==> config.mk <==
export PLATFORM = sky130hd
export DESIGN_NAME = ssp_pdiv
export DESIGN_NICKNAME = d
export VERILOG_FILES = /design/src/hdl/ssp_pkg.sv /design/src/hdl/ssp_pdiv.sv
export SDC_FILE = /design/constraint.sdc
export NUM_CORES = 2
export LEC_CHECK = 0
export BUFFER_PORTS_ARGS = -buffer_cell sky130_fd_sc_hd__buf_2
export CAP_MARGIN = 20
export CELL_PAD_IN_SITES_DETAIL_PLACEMENT = 0
export CELL_PAD_IN_SITES_GLOBAL_PLACEMENT = 2
export CORE_MARGIN = 2
export CORE_UTILIZATION = 40
export DETAILED_ROUTE_END_ITERATION = 10
export GPL_ROUTABILITY_DRIVEN = 0
export PLACE_DENSITY_LB_ADDON = 0.15
export SYNTH_ARGS = -nofsm -noshare
export SYNTH_HDL_FRONTEND = slang
export SYNTH_SLANG_ARGS = --single-unit
export TNS_END_PERCENT = 5
==> constraint.sdc <==
create_clock -name clk -period 5.38 [get_ports clk]
set_clock_uncertainty 0.05 [all_clocks]
set_input_delay 1.614 -clock clk [delete_from_list [all_inputs] [get_ports clk]]
set_output_delay 1.614 -clock clk [all_outputs]
set_load 0.02 [all_outputs]
==> src/hdl/ssp_pkg.sv <==
// Shared widths, constants, register codes and pipeline sideband type for the stereo spatializer.
package ssp_pkg;

	localparam int POS_W   = 16;
	localparam int ENT_W   = 12;
	localparam int VOL_W   = 8;
	localparam int ATT_W   = 25;
	localparam int OUT_W   = 9;
	localparam int CIDX_W  = 3;
	localparam int DIFF_W  = 17;
	localparam int SQ_W    = 34;
	localparam int DOT_W   = 35;
	localparam int LEN_W   = 17;
	localparam int PROD_W  = 42;
	localparam int OMD_W   = 25;
	localparam int Q_W     = 14;
	localparam int SCALE_W = 16;
	localparam int MO_W    = 33;
	localparam int PL_W    = 49;
	localparam int VSHIFT  = 38;

	localparam logic [OMD_W-1:0]   Q24_ONE = OMD_W'(25'd16777216);
	localparam logic [SCALE_W-1:0] Q14_ONE = SCALE_W'(16'd16384);
	localparam logic [OUT_W-1:0]   OUT_MAX = OUT_W'(9'd510);

	typedef enum logic [CIDX_W-1:0] {
		REG_LISTENER_X = 3'd0,
		REG_LISTENER_Y = 3'd1,
		REG_LISTENER_Z = 3'd2,
		REG_RIGHT_X    = 3'd3,
		REG_RIGHT_Y    = 3'd4,
		REG_RIGHT_Z    = 3'd5,
		REG_VIEW       = 3'd6,
		REG_MONO       = 3'd7
	} cfg_reg_t;

	typedef struct packed {
		logic                    view;
		logic                    mono;
		logic [VOL_W-1:0]        master;
		logic [ATT_W-1:0]        atten;
		logic signed [DOT_W-1:0] dot;
		logic [LEN_W-1:0]        len;
		logic                    dot_neg;
		logic                    sat;
		logic                    omd_pos;
		logic [OMD_W-1:0]        omd;
	} sb_t;

endpackage

==> src/hdl/ssp_pdiv.sv <==
// Pipelined restoring divider: magnitude of the dot product over the length, one quotient bit per stage.
module ssp_pdiv (
	input  logic                      clk,
	input  logic                      arst_n,
	input  logic                      adv,
	input  logic                      v_in,
	input  logic [ssp_pkg::DOT_W-1:0] num,
	input  ssp_pkg::sb_t              sb_in,
	output logic                      v_out,
	output logic [ssp_pkg::Q_W-1:0]   quot,
	output ssp_pkg::sb_t              sb_out
);
	import ssp_pkg::*;

	logic             v_s   [Q_W+1];
	logic [DOT_W-1:0] rem_s [Q_W+1];
	logic [Q_W-1:0]   q_s   [Q_W+1];
	sb_t              sb_s  [Q_W+1];

	assign v_s[0]   = v_in;
	assign rem_s[0] = num;
	assign q_s[0]   = '0;
	assign sb_s[0]  = sb_in;

	// quotient only valid when below 2^14; larger ones are flagged as saturated upstream
	for (genvar g = 0; g < Q_W; g++) begin : g_stage
		localparam int B = Q_W - 1 - g;
		logic [DOT_W-1:0] dsh;
		assign dsh = DOT_W'(sb_s[g].len) << B;

		always_ff @(posedge clk or negedge arst_n) begin
			if (!arst_n) begin
				v_s[g+1] <= 1'b0;
			end else if (adv) begin
				v_s[g+1] <= v_s[g];
			end
		end

		always_ff @(posedge clk) begin
			if (adv) begin
				sb_s[g+1] <= sb_s[g];
				if (rem_s[g] >= dsh) begin
					rem_s[g+1] <= rem_s[g] - dsh;
					q_s[g+1]   <= q_s[g] | (Q_W'(1) << B);
				end else begin
					rem_s[g+1] <= rem_s[g];
					q_s[g+1]   <= q_s[g];
				end
			end
		end
	end

	assign v_out  = v_s[Q_W];
	assign quot   = q_s[Q_W];
	assign sb_out = sb_s[Q_W];

endmodule

Word-level counts from Yosys, hierarchy flattened
Index checks and enable logic that the tools add are counted.

word-level totals
  output and inout bits = 130
  register bits = 2275
  input bits = 154

operators by class
  magnitude comparators = 14
  $add $sub $neg = 13
  mux-type cells = 14

operator list
  kind                                              number
  35-bit 2-to-1 mux                                 13
  35-bit by 17-bit >= comparator with 1-bit output  1
  35-bit by 18-bit >= comparator with 1-bit output  1
  35-bit by 19-bit >= comparator with 1-bit output  1
  35-bit by 20-bit >= comparator with 1-bit output  1
  35-bit by 21-bit >= comparator with 1-bit output  1
  35-bit by 22-bit >= comparator with 1-bit output  1
  35-bit by 23-bit >= comparator with 1-bit output  1
  35-bit by 24-bit >= comparator with 1-bit output  1
  35-bit by 25-bit >= comparator with 1-bit output  1
  35-bit by 26-bit >= comparator with 1-bit output  1
  35-bit by 27-bit >= comparator with 1-bit output  1
  35-bit by 28-bit >= comparator with 1-bit output  1
  35-bit by 29-bit >= comparator with 1-bit output  1
  35-bit by 30-bit >= comparator with 1-bit output  1
  35-bit by 18-bit subtractor with 35-bit output    1
  35-bit by 19-bit subtractor with 35-bit output    1
  35-bit by 20-bit subtractor with 35-bit output    1
  35-bit by 21-bit subtractor with 35-bit output    1
  35-bit by 22-bit subtractor with 35-bit output    1
  35-bit by 23-bit subtractor with 35-bit output    1
  35-bit by 24-bit subtractor with 35-bit output    1
  35-bit by 25-bit subtractor with 35-bit output    1
  35-bit by 26-bit subtractor with 35-bit output    1
  other kinds (5)                                   5

Logic depth before layout (Yosys ltp)
  depth after elaboration = 2
  gate-level depth with buffers = 14

Least setup slack after synthesis
No wires, ideal clock.

  kind = input-to-reg
  start point = in num[13] (netlist bit)
  end point = reg rem_s[488] (netlist bit) (data pin)
  setup time = 0.258 ns
  stages on the path = 11
  arrival = 4.017 ns
  slack = 1.056 ns
  buffers on the path = 0
  cell sequence = inv_1 -> ha_1 -> fa_1 -> nor2b_1 -> nor2_1 -> o211a_1 -> o21a_1 -> nor3b_1 -> o21ai_0 -> or4b_2 -> xnor2_1

on the way
  longest elaborated chain between the ends = 2
  elaborated cells between the ends (all ways) = 3

ends and longest elaborated chain
  element                                                                                                             line                            text
  start: declaration                                                                                                  ssp_pdiv.sv:7                   input logic [ssp_pkg::DOT_W-1:0] num,
  35-bit by 30-bit subtractor with 35-bit output or 35-bit by 30-bit >= comparator with 1-bit output (tied branches)  ssp_pdiv.sv:43, ssp_pdiv.sv:42
  35-bit 2-to-1 mux (*)                                                                                               ssp_pdiv.sv:42                  if (rem_s[g] >= dsh) begin
  end signal: indexed assignment                                                                                      ssp_pdiv.sv:43                  rem_s[g+1] <= rem_s[g] - dsh;
  end signal: indexed assignment                                                                                      ssp_pdiv.sv:46                  rem_s[g+1] <= rem_s[g];
  end: declaration                                                                                                    ssp_pdiv.sv:16                  logic [DOT_W-1:0] rem_s [Q_W+1];

Every way passes the cells marked *; elsewhere a longest branch is shown, timed or not.
A chain may end at the register's enable or synchronous reset.

Worst setup path in the final report
  start point = reg rem_s[446] (netlist bit)
  end point = reg rem_s[419] (netlist bit) (data pin)

on the way
  longest elaborated chain between the ends = 2
  elaborated cells between the ends (all ways) = 3

ends and longest elaborated chain
  element                                                                                                             line
  35-bit by 28-bit subtractor with 35-bit output or 35-bit by 28-bit >= comparator with 1-bit output (tied branches)  ssp_pdiv.sv:43, ssp_pdiv.sv:42
  35-bit 2-to-1 mux (*)                                                                                               ssp_pdiv.sv:42

Marked as above.

==> key figures <==
Run status
  • Outcome: finished, final reports clean

STA
  • TNS Setup: 0 ps
  • Max_slew headroom: 0.286
  • Fmax: approximately 240 MHz
  • RSZ-0062 raised after global routing: false
  • Actual slew at the worst max-slew pin: roughly 1100 ps
  • Fin crit period: 4110 ps
  • Tcrit/Tclk final: 0.765
  • Final Setup Violations: 0
  • Final Hold Fails: 0
  • Max-slew violations: 0

Global routing
  • Largest net degree at the start of global routing: 165
  • Tot GR Track Use: 0.132
  • First-pass GRT wire length: between 200 and 250 mm
  • Vias in the first global route: 40652
  • Initial antenna violation count: 5
  • Total global routing overflow: 0

Clock network
  • Hold_buf cts: 0
  • CTS buffer count: between 200 and 250
  • Htree depth: 4
  • CTS tree: built
  • Clk_lat worst skew: 870 ps
  • Setup bufs post-CTS: 0
  • CTS max path bufs: 3
  • Root buffer cell: clkbuf_16
  • Post-CTS Resized: 0
  • Clock transition at the registers of the reported paths: 60 ps
  • CTS sink cnt: 2184

Synthesis
  • Sequential share of the synthesized area: 0.775
  • Distinct cells, synth: 97
  • Area leader, netlist: edfxtp_1
  • Mapped cell area: 84600 um2
  • Net Count, Synth: between 5000 and 6000
  • Post-synth EDFFs: 2170
  • Synth Register Bits: 2184
  • Top-count cell post-synth: edfxtp_1
  • Most common library cells after synthesis: edfxtp_1 (2170), inv_1 (304), ha_1 (238)
  • Synth warn: 0
  • Avg Inst Size Synth: 16.7 um2
  • Most used flip-flop cell after synthesis: edfxtp_1
  • Post-synthesis cell count: 5058
  • Synth area leaders: edfxtp_1 (77%), ha_1 (3.5%), xnor2_1 (1.8%)
  • Async set-reset flop share out of synthesis: 0.00641
  • Top-area cell type share of the netlist area: 0.771

Power
  • P_leak: 34.6 nW
  • Peak supply drop: 0.000338 V
  • Sw Share: 0.262
  • Int Pwr: 33.3 mW
  • Comb pwr share: 0.166
  • Clock power share: 0.343
  • Seq pwr share: 0.491
  • PwrDens: 467 nW/um2
  • P_sw: 11.8 mW

Critical path
  • Worst setup EP type: flip-flop
  • R2R setup slack: 1270 ps
  • Setup CP Type: flip-flop to flip-flop
  • End of the critical path: rem_s[419]$_DFFE_PP_
  • RR Startpoint: rem_s[446]$_DFFE_PP_
  • Critical Path Source: rem_s[446]$_DFFE_PP_
  • Critical Path Source Type: flip-flop
  • Register-to-Register Path Depth: 10
  • Capturing point of the worst reg2reg path: rem_s[419]$_DFFE_PP_
  • Crit path required time: between 5000 and 6000 ps
  • Arr. time, crit path: 4670 ps
  • CP max FO: 31

Cells and area
  • Area growth syn-to-layout: 14.0%
  • Final #Nets: 5841
  • Layout cell share with drive strength beyond 1: 0.144
  • Post-route design area: around 96000 um2

Job
  • Max-cap violations: 0

Drt
  • Detailed-route via count: 40033
  • Vias per cell: 4.75
  • Routed WL per cell: 16.9 um
  • 1st-iter DRT viols: 2635
  • Drt pass-1 iters: 6
  • DRT Wirelength: ~140 mm
  • DRC: 0
  • Detail Route Antenna Nets: 0

Die
  • Die X-Extent: 464 um
  • # rows: around 170
  • I/O Pins: 284
  • Die Y: 464 um
  • Core area: 210000 um2
  • Die area: 215000 um2
  • Initial core utilization: 0.403

Hold path
  • Worst Hold Class: flip-flop to flip-flop

Placement
  • # port buffers: 283
  • Area post-placement: 88900 um2
  • Estimated wirelength of the detail-placed design: 96.8 mm
how the worst min path moves through the flow:
stage / from / endpoint / slack (ps) / cells past startpoint
2_1_floorplan: q_s[120]$_SDFFCE_PN1P_ / q_s[106]$_DFFE_PP_ / 350 / 0
3_3_place_gp: sb_s[908]$_DFFE_PP_ / sb_s[793]$_DFFE_PP_ / 350 / 0
3_5_place_dp: q_s[16]$_DFFE_PP_ / quot[2]$_DFFE_PP_ / 350 / 0
4_1_cts: sb_s[1005]$_DFFE_PP_ / sb_s[890]$_DFFE_PP_ / 320 / 0
5_1_grt: sb_s[1229]$_DFFE_PP_ / sb_s[1114]$_DFFE_PP_ / 340 / 0
6_report: sb_s[1005]$_DFFE_PP_ / sb_s[890]$_DFFE_PP_ / 330 / 0
state kept, by name, summed over array words and instances (netlist names):
register,cells
v_out,1
sb_out,115
v_s,13
quot,14
q_s,91
g_stage.dsh,221
rem_s,455
sb_s,1274
stage by stage:
step                      utilization  hold WS, ps  instances  power (mW)  setup slack, ps
final                           0.460          332       8430        45.1             1270
after global routing            0.460          338       8430        47.5             1100
after CTS                       0.460          323       8429        45.8             1270
after detailed placement        0.424          355       8012        30.0              466
after global placement          0.424          350       8011        30.0              494
after floorplan                     -          350       5058        27.5             1060
cell families after synthesis:
group	count (synthesis)	share of synthesized area
flip-flops	2184	0.775
multiplexers	53	0.00697
XOR/XNOR	299	0.0310
adder cells (fa/ha/maj)	251	0.0383
AND/OR/NAND/NOR	983	0.0592
buffers and inverters	495	0.0287
AO/OA/AOI/OAI	793	0.0611
cell usage in the layout, fill, tap and decap left out, drive strengths merged, types with 54 or more instances in the layout:
| master | instances |
|---|---|
| a21o | 83 |
| a21oi | 216 |
| buf | 338 |
| clkbuf | 265 |
| clkinv | 110 |
| edfxtp | 2170 |
| ha | 238 |
| inv | 311 |
| nand2 | 245 |
| nand3 | 69 |
| nor2 | 232 |
| nor3 | 74 |
| nor4 | 58 |
| o21a | 54 |
| o21ai | 213 |
| xnor2 | 174 |
| xor2 | 125 |
power by group through the flow:
stage	registers [mW]	clock network, mW	logic, mW
2_1_floorplan	22.0	0	5.47
3_3_place_gp	22.5	0	7.50
3_5_place_dp	22.5	0	7.52
4_1_cts	22.2	16.1	7.56
5_1_grt	22.3	16.7	8.40
6_report	22.1	15.5	7.47
layer usage:
layer | vias to the layer above | GRT usage | wire length [um]
met1 | 19112 | 0.164 | 61600
met2 | 691 | 0.222 | 69500
met5 | - | 0 | 38
met3 | 337 | 0.0268 | 5290
met4 | 6 | 0.0594 | 5980
li1 | 19887 | - | -
final cells by class:
cell class                 instances  area [um2]
antenna                            1        2.50
tap                             2805        3510
fill                           18247      113000
multi-input combinational       2379       16600
sequential                      2184       65500
inverter                         306        1150
timing repair buffer             338        2050
clock buffer                     265        5840
clock inverter                   152        1700
worst max-delay path: stages, from the launching register on:
cell,delay [ps]
edfxtp_1,390
ha_1,450
nand4_1,250
or4_1,520
nor4_1,860
nor4_1,240
and2_1,260
buf_4,230
a2111oi_0,370
nand2_1,120
xnor2_1,130
(Power assumes the default switching activity.)
