$ cat config.mk
export PLATFORM = sky130hd
export DESIGN_NAME = ssp_isqrt
export DESIGN_NICKNAME = d
export VERILOG_FILES = /design/src/hdl/ssp_pkg.sv /design/src/hdl/ssp_isqrt.sv
export SDC_FILE = /design/constraint.sdc
export NUM_CORES = 2
export LEC_CHECK = 0
export BUFFER_PORTS_ARGS = -buffer_cell sky130_fd_sc_hd__buf_2
export CAP_MARGIN = 20
export CORE_ASPECT_RATIO = 1.5
export CORE_UTILIZATION = 50
export CTS_CLUSTER_DIAMETER = 50
export DETAILED_ROUTE_END_ITERATION = 8
export GPL_TIMING_DRIVEN = 1
export HOLD_SLACK_MARGIN = 0.1
export PLACE_DENSITY = 0.66
export SLEW_MARGIN = 20
export SYNTH_ARGS = -nofsm -noshare
export SYNTH_HDL_FRONTEND = slang
export SYNTH_SLANG_ARGS = --single-unit
$ cat constraint.sdc
create_clock -name clk -period 7.9 [get_ports clk]
set_clock_uncertainty 0.15 [all_clocks]
set_input_delay 1.58 -clock clk [delete_from_list [all_inputs] [get_ports clk]]
set_output_delay 1.58 -clock clk [all_outputs]
set_load 0.02 [all_outputs]
$ cat src/hdl/ssp_pkg.sv
// Shared widths, constants, register codes and pipeline sideband type for the stereo spatializer.
package ssp_pkg;

	localparam int POS_W   = 16;
	localparam int ENT_W   = 12;
	localparam int VOL_W   = 8;
	localparam int ATT_W   = 25;
	localparam int OUT_W   = 9;
	localparam int CIDX_W  = 3;
	localparam int DIFF_W  = 17;
	localparam int SQ_W    = 34;
	localparam int DOT_W   = 35;
	localparam int LEN_W   = 17;
	localparam int PROD_W  = 42;
	localparam int OMD_W   = 25;
	localparam int Q_W     = 14;
	localparam int SCALE_W = 16;
	localparam int MO_W    = 33;
	localparam int PL_W    = 49;
	localparam int VSHIFT  = 38;

	localparam logic [OMD_W-1:0]   Q24_ONE = OMD_W'(25'd16777216);
	localparam logic [SCALE_W-1:0] Q14_ONE = SCALE_W'(16'd16384);
	localparam logic [OUT_W-1:0]   OUT_MAX = OUT_W'(9'd510);

	typedef enum logic [CIDX_W-1:0] {
		REG_LISTENER_X = 3'd0,
		REG_LISTENER_Y = 3'd1,
		REG_LISTENER_Z = 3'd2,
		REG_RIGHT_X    = 3'd3,
		REG_RIGHT_Y    = 3'd4,
		REG_RIGHT_Z    = 3'd5,
		REG_VIEW       = 3'd6,
		REG_MONO       = 3'd7
	} cfg_reg_t;

	typedef struct packed {
		logic                    view;
		logic                    mono;
		logic [VOL_W-1:0]        master;
		logic [ATT_W-1:0]        atten;
		logic signed [DOT_W-1:0] dot;
		logic [LEN_W-1:0]        len;
		logic                    dot_neg;
		logic                    sat;
		logic                    omd_pos;
		logic [OMD_W-1:0]        omd;
	} sb_t;

endpackage

$ cat src/hdl/ssp_isqrt.sv
// Pipelined integer square root, one result bit per stage.
module ssp_isqrt (
	input  logic                      clk,
	input  logic                      arst_n,
	input  logic                      adv,
	input  logic                      v_in,
	input  logic [ssp_pkg::SQ_W-1:0]  rad,
	input  ssp_pkg::sb_t              sb_in,
	output logic                      v_out,
	output logic [ssp_pkg::LEN_W-1:0] root,
	output ssp_pkg::sb_t              sb_out
);
	import ssp_pkg::*;

	logic             v_s   [LEN_W+1];
	logic [SQ_W-1:0]  rem_s [LEN_W+1];
	logic [LEN_W-1:0] res_s [LEN_W+1];
	sb_t              sb_s  [LEN_W+1];

	assign v_s[0]   = v_in;
	assign rem_s[0] = rad;
	assign res_s[0] = '0;
	assign sb_s[0]  = sb_in;

	for (genvar g = 0; g < LEN_W; g++) begin : g_stage
		localparam int B = LEN_W - 1 - g;
		logic [SQ_W-1:0] trial;
		// (2*res + 2^B) * 2^B
		assign trial = (SQ_W'(res_s[g]) << (B + 1)) | (SQ_W'(1) << (2 * B));

		always_ff @(posedge clk or negedge arst_n) begin
			if (!arst_n) begin
				v_s[g+1] <= 1'b0;
			end else if (adv) begin
				v_s[g+1] <= v_s[g];
			end
		end

		always_ff @(posedge clk) begin
			if (adv) begin
				sb_s[g+1] <= sb_s[g];
				if (rem_s[g] >= trial) begin
					rem_s[g+1] <= rem_s[g] - trial;
					res_s[g+1] <= res_s[g] | (LEN_W'(1) << B);
				end else begin
					rem_s[g+1] <= rem_s[g];
					res_s[g+1] <= res_s[g];
				end
			end
		end
	end

	assign v_out  = v_s[LEN_W];
	assign root   = res_s[LEN_W];
	assign sb_out = sb_s[LEN_W];

endmodule

==> Yosys cells after proc, flatten, opt, wreduce, memory -nomap -nowiden <==
Cells that the tools add are included.
{ "op_classes": {"n_addsub": 16, "n_mux": 17, "shift": 0, "n_reduce_logical": 0, "order_cmp": 17, "div": 0, "multipliers": 0, "n_eq_ne": 0, "bitwise_logic": 0} }
{ "op_table": {"columns": ["operator", "count"], "rows": [
  ["34-bit 2-to-1 mux", 16],
  ["34-bit by 18-bit greater-or-equal comparator with 1-bit output", 1],
  ["34-bit by 19-bit greater-or-equal comparator with 1-bit output", 1],
  ["34-bit by 20-bit greater-or-equal comparator with 1-bit output", 1],
  ["34-bit by 21-bit greater-or-equal comparator with 1-bit output", 1],
  ["34-bit by 22-bit greater-or-equal comparator with 1-bit output", 1],
  ["34-bit by 23-bit greater-or-equal comparator with 1-bit output", 1],
  ["34-bit by 24-bit greater-or-equal comparator with 1-bit output", 1],
  ["34-bit by 25-bit greater-or-equal comparator with 1-bit output", 1],
  ["34-bit by 26-bit greater-or-equal comparator with 1-bit output", 1],
  ["34-bit by 27-bit greater-or-equal comparator with 1-bit output", 1],
  ["34-bit by 28-bit greater-or-equal comparator with 1-bit output", 1],
  ["34-bit by 29-bit greater-or-equal comparator with 1-bit output", 1],
  ["34-bit by 30-bit greater-or-equal comparator with 1-bit output", 1],
  ["34-bit by 31-bit greater-or-equal comparator with 1-bit output", 1],
  ["34-bit by 32-bit greater-or-equal comparator with 1-bit output", 1],
  ["34-bit by 33-bit greater-or-equal comparator with 1-bit output", 1],
  ["34-bit by 33-bit greater-or-equal comparator with 1-bit output, second input constant", 1],
  ["34-bit by 19-bit subtractor with 34-bit output", 1],
  ["34-bit by 20-bit subtractor with 34-bit output", 1],
  ["34-bit by 21-bit subtractor with 34-bit output", 1],
  ["34-bit by 22-bit subtractor with 34-bit output", 1],
  ["34-bit by 23-bit subtractor with 34-bit output", 1],
  ["34-bit by 24-bit subtractor with 34-bit output", 1],
  ["11 further kinds", 11]
]} }
{ "totals": {"reg_bits": 2805, "memories": 0, "elab_cells": 286, "inputBits": 153, "latchBits": 0, "rom_bits": 0, "ramBits": 0, "output_inout_bits": 133} }

==> Longest topological paths before layout <==
{ "logic_depth": {"depth_word": 2, "ltp_mapped": 13, "mapped_depth_nobuf": 12} }

==> Worst setup path after synthesis <==
Ideal clock, no wire load.
{ "synth_timing": {"kind": "reg-to-reg", "start": "register rem_s[119] in the netlist's numbering", "end": "register rem_s[73] in the netlist's numbering (data pin)", "path_buffers": 4, "arrival_ns": 2.601, "synth_period_minus_slack_ns": 3.018, "stages_incl_launch_ff": 13, "setup_slack_ns": 4.882, "required_time_ns": 7.484, "cell_sequence": "edfxtp_1 ha_1 clkbuf_1 nand3_1 or2_2 nor2_1 a31oi_1 nand2_1 nand2b_1 clkbuf_1 clkbuf_1 clkbuf_1 a21oi_1"} }
{ "synth_via": {"elab_chain_cells": 2} }
{ "synth_lines": {"columns": ["item", "line_no", "rtl"], "rows": [
  ["start, declared", "ssp_isqrt.sv:16", "logic [SQ_W-1:0] rem_s [LEN_W+1];"],
  ["start signal, assigned by index", "ssp_isqrt.sv:43", "rem_s[g+1] <= rem_s[g] - trial;"],
  ["start signal, assigned by index", "ssp_isqrt.sv:46", "rem_s[g+1] <= rem_s[g];"],
  ["34-bit by 20-bit greater-or-equal comparator with 1-bit output", "ssp_isqrt.sv:42", "if (rem_s[g] >= trial) begin"],
  ["34-bit 2-to-1 mux", "ssp_isqrt.sv:42", null]
]} }
Every way passes these cells.
A chain may end at the register's enable or synchronous reset.

==> Final worst setup path <==
{ "layout_timing": {"start": "register rem_s[180] in the netlist's numbering", "end": "register rem_s[168] in the netlist's numbering (data pin)"} }
{ "layout_via": {"elab_chain_cells": 2} }
{ "layout_lines": {"columns": ["item", "line_no"], "rows": [
  ["34-bit by 22-bit subtractor with 34-bit output / 34-bit by 22-bit greater-or-equal comparator with 1-bit output (equally long branches)", "ssp_isqrt.sv:43, ssp_isqrt.sv:42"],
  ["34-bit 2-to-1 mux (*)", "ssp_isqrt.sv:42"]
]} }
Mark *: on every way between the ends. The rest lies on a longest branch, timed or not.

==> key figures <==
Drt
  – Met2 routed WL: 61990 um
  – Wire length per cell: 16.32 um
  – Met3 routed WL: 6382 um
  – TritonRoute pass-1 iters: 6
  – Via count: 38340
  – First DRT Iteration DRCs: 2650
  – Vias/cell: 5.012
  – Remaining antenna violation count after routing: 0
  – WL final: 124900 um
  – Detailed-routing wirelength on met1: 51240 um
  – # DRC: 0
  – Top routing layer in use: met5

Global routing
  – Number of global-route vias before repair: 38810
  – Gr usage total: 13.10%
  – Initial antenna violation count: 17
  – Pin count of the biggest net entering global routing: 207
  – First-pass GRT wire length: 197200 um
  – Grt total ovfl: 0

Worst hold path
  – Worst hold start: sb_s[163]
  – Worst hold path endpoint: sb_out[48]
  – Worst Hold Class: reg2reg
  – Min-Delay Path Depth: 0

Worst setup path
  – Worst-path fanout max: 27
  – R2r setup slk: 4.20 ns
  – Worst reg2reg path depth: 11
  – Required @ worst endpoint: 8.30 ns
  – CP Class: reg2reg
  – FF-to-FF End: rem_s[168]
  – Worst r2r src: rem_s[180]
  – CP startpoint: rem_s[180]
  – CP Capture Type: flop
  – Startpoint Class: flop
  – Crit path DAT: 4.10 ns

Placement
  – GP Congestion: 0.8873
  – Hpwl dp: 74930 um
  – Port-buffer cells: 285
  – Placed insts: 7216
  – Post-placement setup slack: 3.798 ns

Synth
  – Asr flop ratio synth: 0.6369%
  – Post-synthesis sequential area ratio: 86.17%
  – Top-area cell type share of the netlist area: 85.71%
  – Top cells by area, synth: edfxtp_1, ha_1, xnor2_1
  – Synth warnings: 0
  – Post-Synthesis Cells: 4611
  – Main flop type after synthesis: edfxtp_1
  – Post-synth EDFFs: 2652
  – Syn nets: 4930
  – Yosys top cell by area: edfxtp_1
  – Yosys reg bits: 2669
  – Synth cell types: 77
  – Synthesized area per cell: 20.15 um^2
  – Post-Syn Area: 92920 um^2

Clocking
  – Post-CTS Hold Buffers: 0
  – Clock sink total: 2669
  – Clock slew at reported path FFs: 0.07 ns
  – H-tree depth: 4
  – Clk buf depth: 4
  – Post-cts gate resize count: 0
  – Clk_lat worst skew: 0.90 ns
  – CTS tree: done
  – TritonCTS buffer count: 239
  – Total setup buffers inserted after CTS: 0
  – Root buf cell: clkbuf_16

Finish
  – Net count, final: 5341
  – Ratio of cells with drive above 1 in the final layout: 14.11%
  – Final cell count without fillers: 7650
  – Layout area overhead: 12.82%

Outcome
  – Status: finished, final reports clean

Timing
  – Achievable Freq: 0.2702 GHz
  – Final period utilization: 46.84%
  – RSZ-0062 raised after global routing: no
  – Minimum clock period: 3.701 ns
  – Pins Over Slew Limit: 0
  – Endpoints failing setup: 0
  – Slew at the pin closest to its max-slew limit: 1.107 ns
  – Final setup margin: 4.199 ns
  – Worst rel slew slack: 25.51%
  – Setup tns final: 0 ns
  – Final hold viol count: 0

Power
  – Pwr Density: 294.3 nW/um^2
  – Pleak: 36.87 nW
  – Peak supply drop: 324.5 uV

Floorplanning
  – Die width: 354.0 um
  – Ports: 286
  – Effective utilization at floorplan: 50.36%
  – Core Region: 184500 um^2
  – Die footprint: 187600 um^2
  – FP Rows: 193
  – Die Y: 530.0 um

Job
  – Max Cap Violations: 0
-- cells in the mapped netlist, types with 34 or more instances --
cell / number
nor3_1: 79
nand2_1: 129
nand2b_1: 34
nor4_1: 74
ha_1: 166
inv_1: 195
o21ai_0: 87
o21a_1: 50
nand3_1: 35
a21oi_1: 143
xnor2_1: 125
nand4_1: 35
edfxtp_1: 2652
xor2_1: 91
nor2_1: 162
buf_4: 116
mux2_2: 42
-- how the worst max path moves through the flow --
stage / endpoint / depth (start not counted)
final: rem_s[168] / 11
after global routing: rem_s[164] / 11
after CTS: rem_s[236] / 9
after detailed placement: sb_out[95] / 3
after global placement: sb_out[95] / 3
after floorplan: rem_s[73] / 12
-- power breakdown --
group / internal (mW) / switching [mW] / total (mW)
combinational: 0.770 / 1.13 / 1.90
sequential: 16.9 / 0.475 / 17.3
clock: 6.77 / 4.83 / 11.6
total: 24.4 / 6.44 / 30.9
-- metrics by stage --
stage | hold slack [ns] | power (mW) | area (um^2) | util, %
after global routing | 0.1746 | 32.06 | 104800 | 56.82
after global placement | 0.2500 | 19.44 | 96830 | 52.48
after detailed placement | 0.2545 | 19.55 | 96830 | 52.48
after floorplan | 0.2503 | 18.76 | 92920 | -
after CTS | 0.1842 | 31.28 | 104800 | 56.79
final | 0.1790 | 30.85 | 104800 | 56.82
-- flip-flops by register name, summed over array words and instances, names as in the netlist --
register and cells:
v_s 16, rem_s 544, v_out 1, sb_s 1840, sb_out 115, g_stage.trial 136
root 17
-- critical path, stage by stage (launching register included) --
cell and delay (ns):
edfxtp_1 0.41, ha_1 0.37, nor2b_1 0.15, o21ai_0 0.22, a21boi_1 0.18, o21ai_0 0.40, a21oi_1 0.27, a21oi_1 0.37
buf_4 0.35, inv_1 0.25, nand3_1 0.17, xnor2_1 0.07
-- final cells by class --
class	count	area, um^2
timing repair buffer	324	1924
sequential	2669	80060
fill	13630	79660
antenna	5	12.51
tap	2437	3049
multi-input combinational	1589	11080
clock buffer	278	6127
inverter	199	752.0
clock inverter	149	1819
-- layer usage --
metal / up-vias / global-route usage, %
met4: 12 / 6.270
met3: 353 / 3.044
li1: 18570 / -
met1: 18610 / 15.50
met2: 796 / 22.57
met5: - / 0
-- cells in the final DEF, fill, tap and decap left out, drive strengths merged, types with 30 or more instances in the layout --
cell / synthesis / routed
nand2b: 34 / 34
mux2: 45 / 45
nor3: 82 / 82
nor2: 162 / 162
ha: 166 / 166
o21a: 50 / 50
xor2: 91 / 91
a21o: 30 / 30
nor4: 75 / 75
nand4: 35 / 35
buf: 125 / 324
nor2b: 31 / 31
a21oi: 143 / 143
nand2: 129 / 129
o21ai: 117 / 117
clkinv: 1 / 88
inv: 198 / 210
edfxtp: 2652 / 2652
xnor2: 125 / 125
nand3: 35 / 35
clkbuf: 29 / 278
bufinv: 0 / 37
-- cells by family after synthesis --
kind of cell | Yosys count | share of synthesized area, %
XOR/XNOR | 216 | 2.036
buffers and inverters | 353 | 1.918
multiplexers | 49 | 0.5885
AND/OR/NAND/NOR | 703 | 3.985
adder cells (fa/ha/maj) | 166 | 2.235
AO/OA/AOI/OAI | 455 | 3.073
flip-flops | 2669 | 86.17
(Power assumes the default switching activity.)
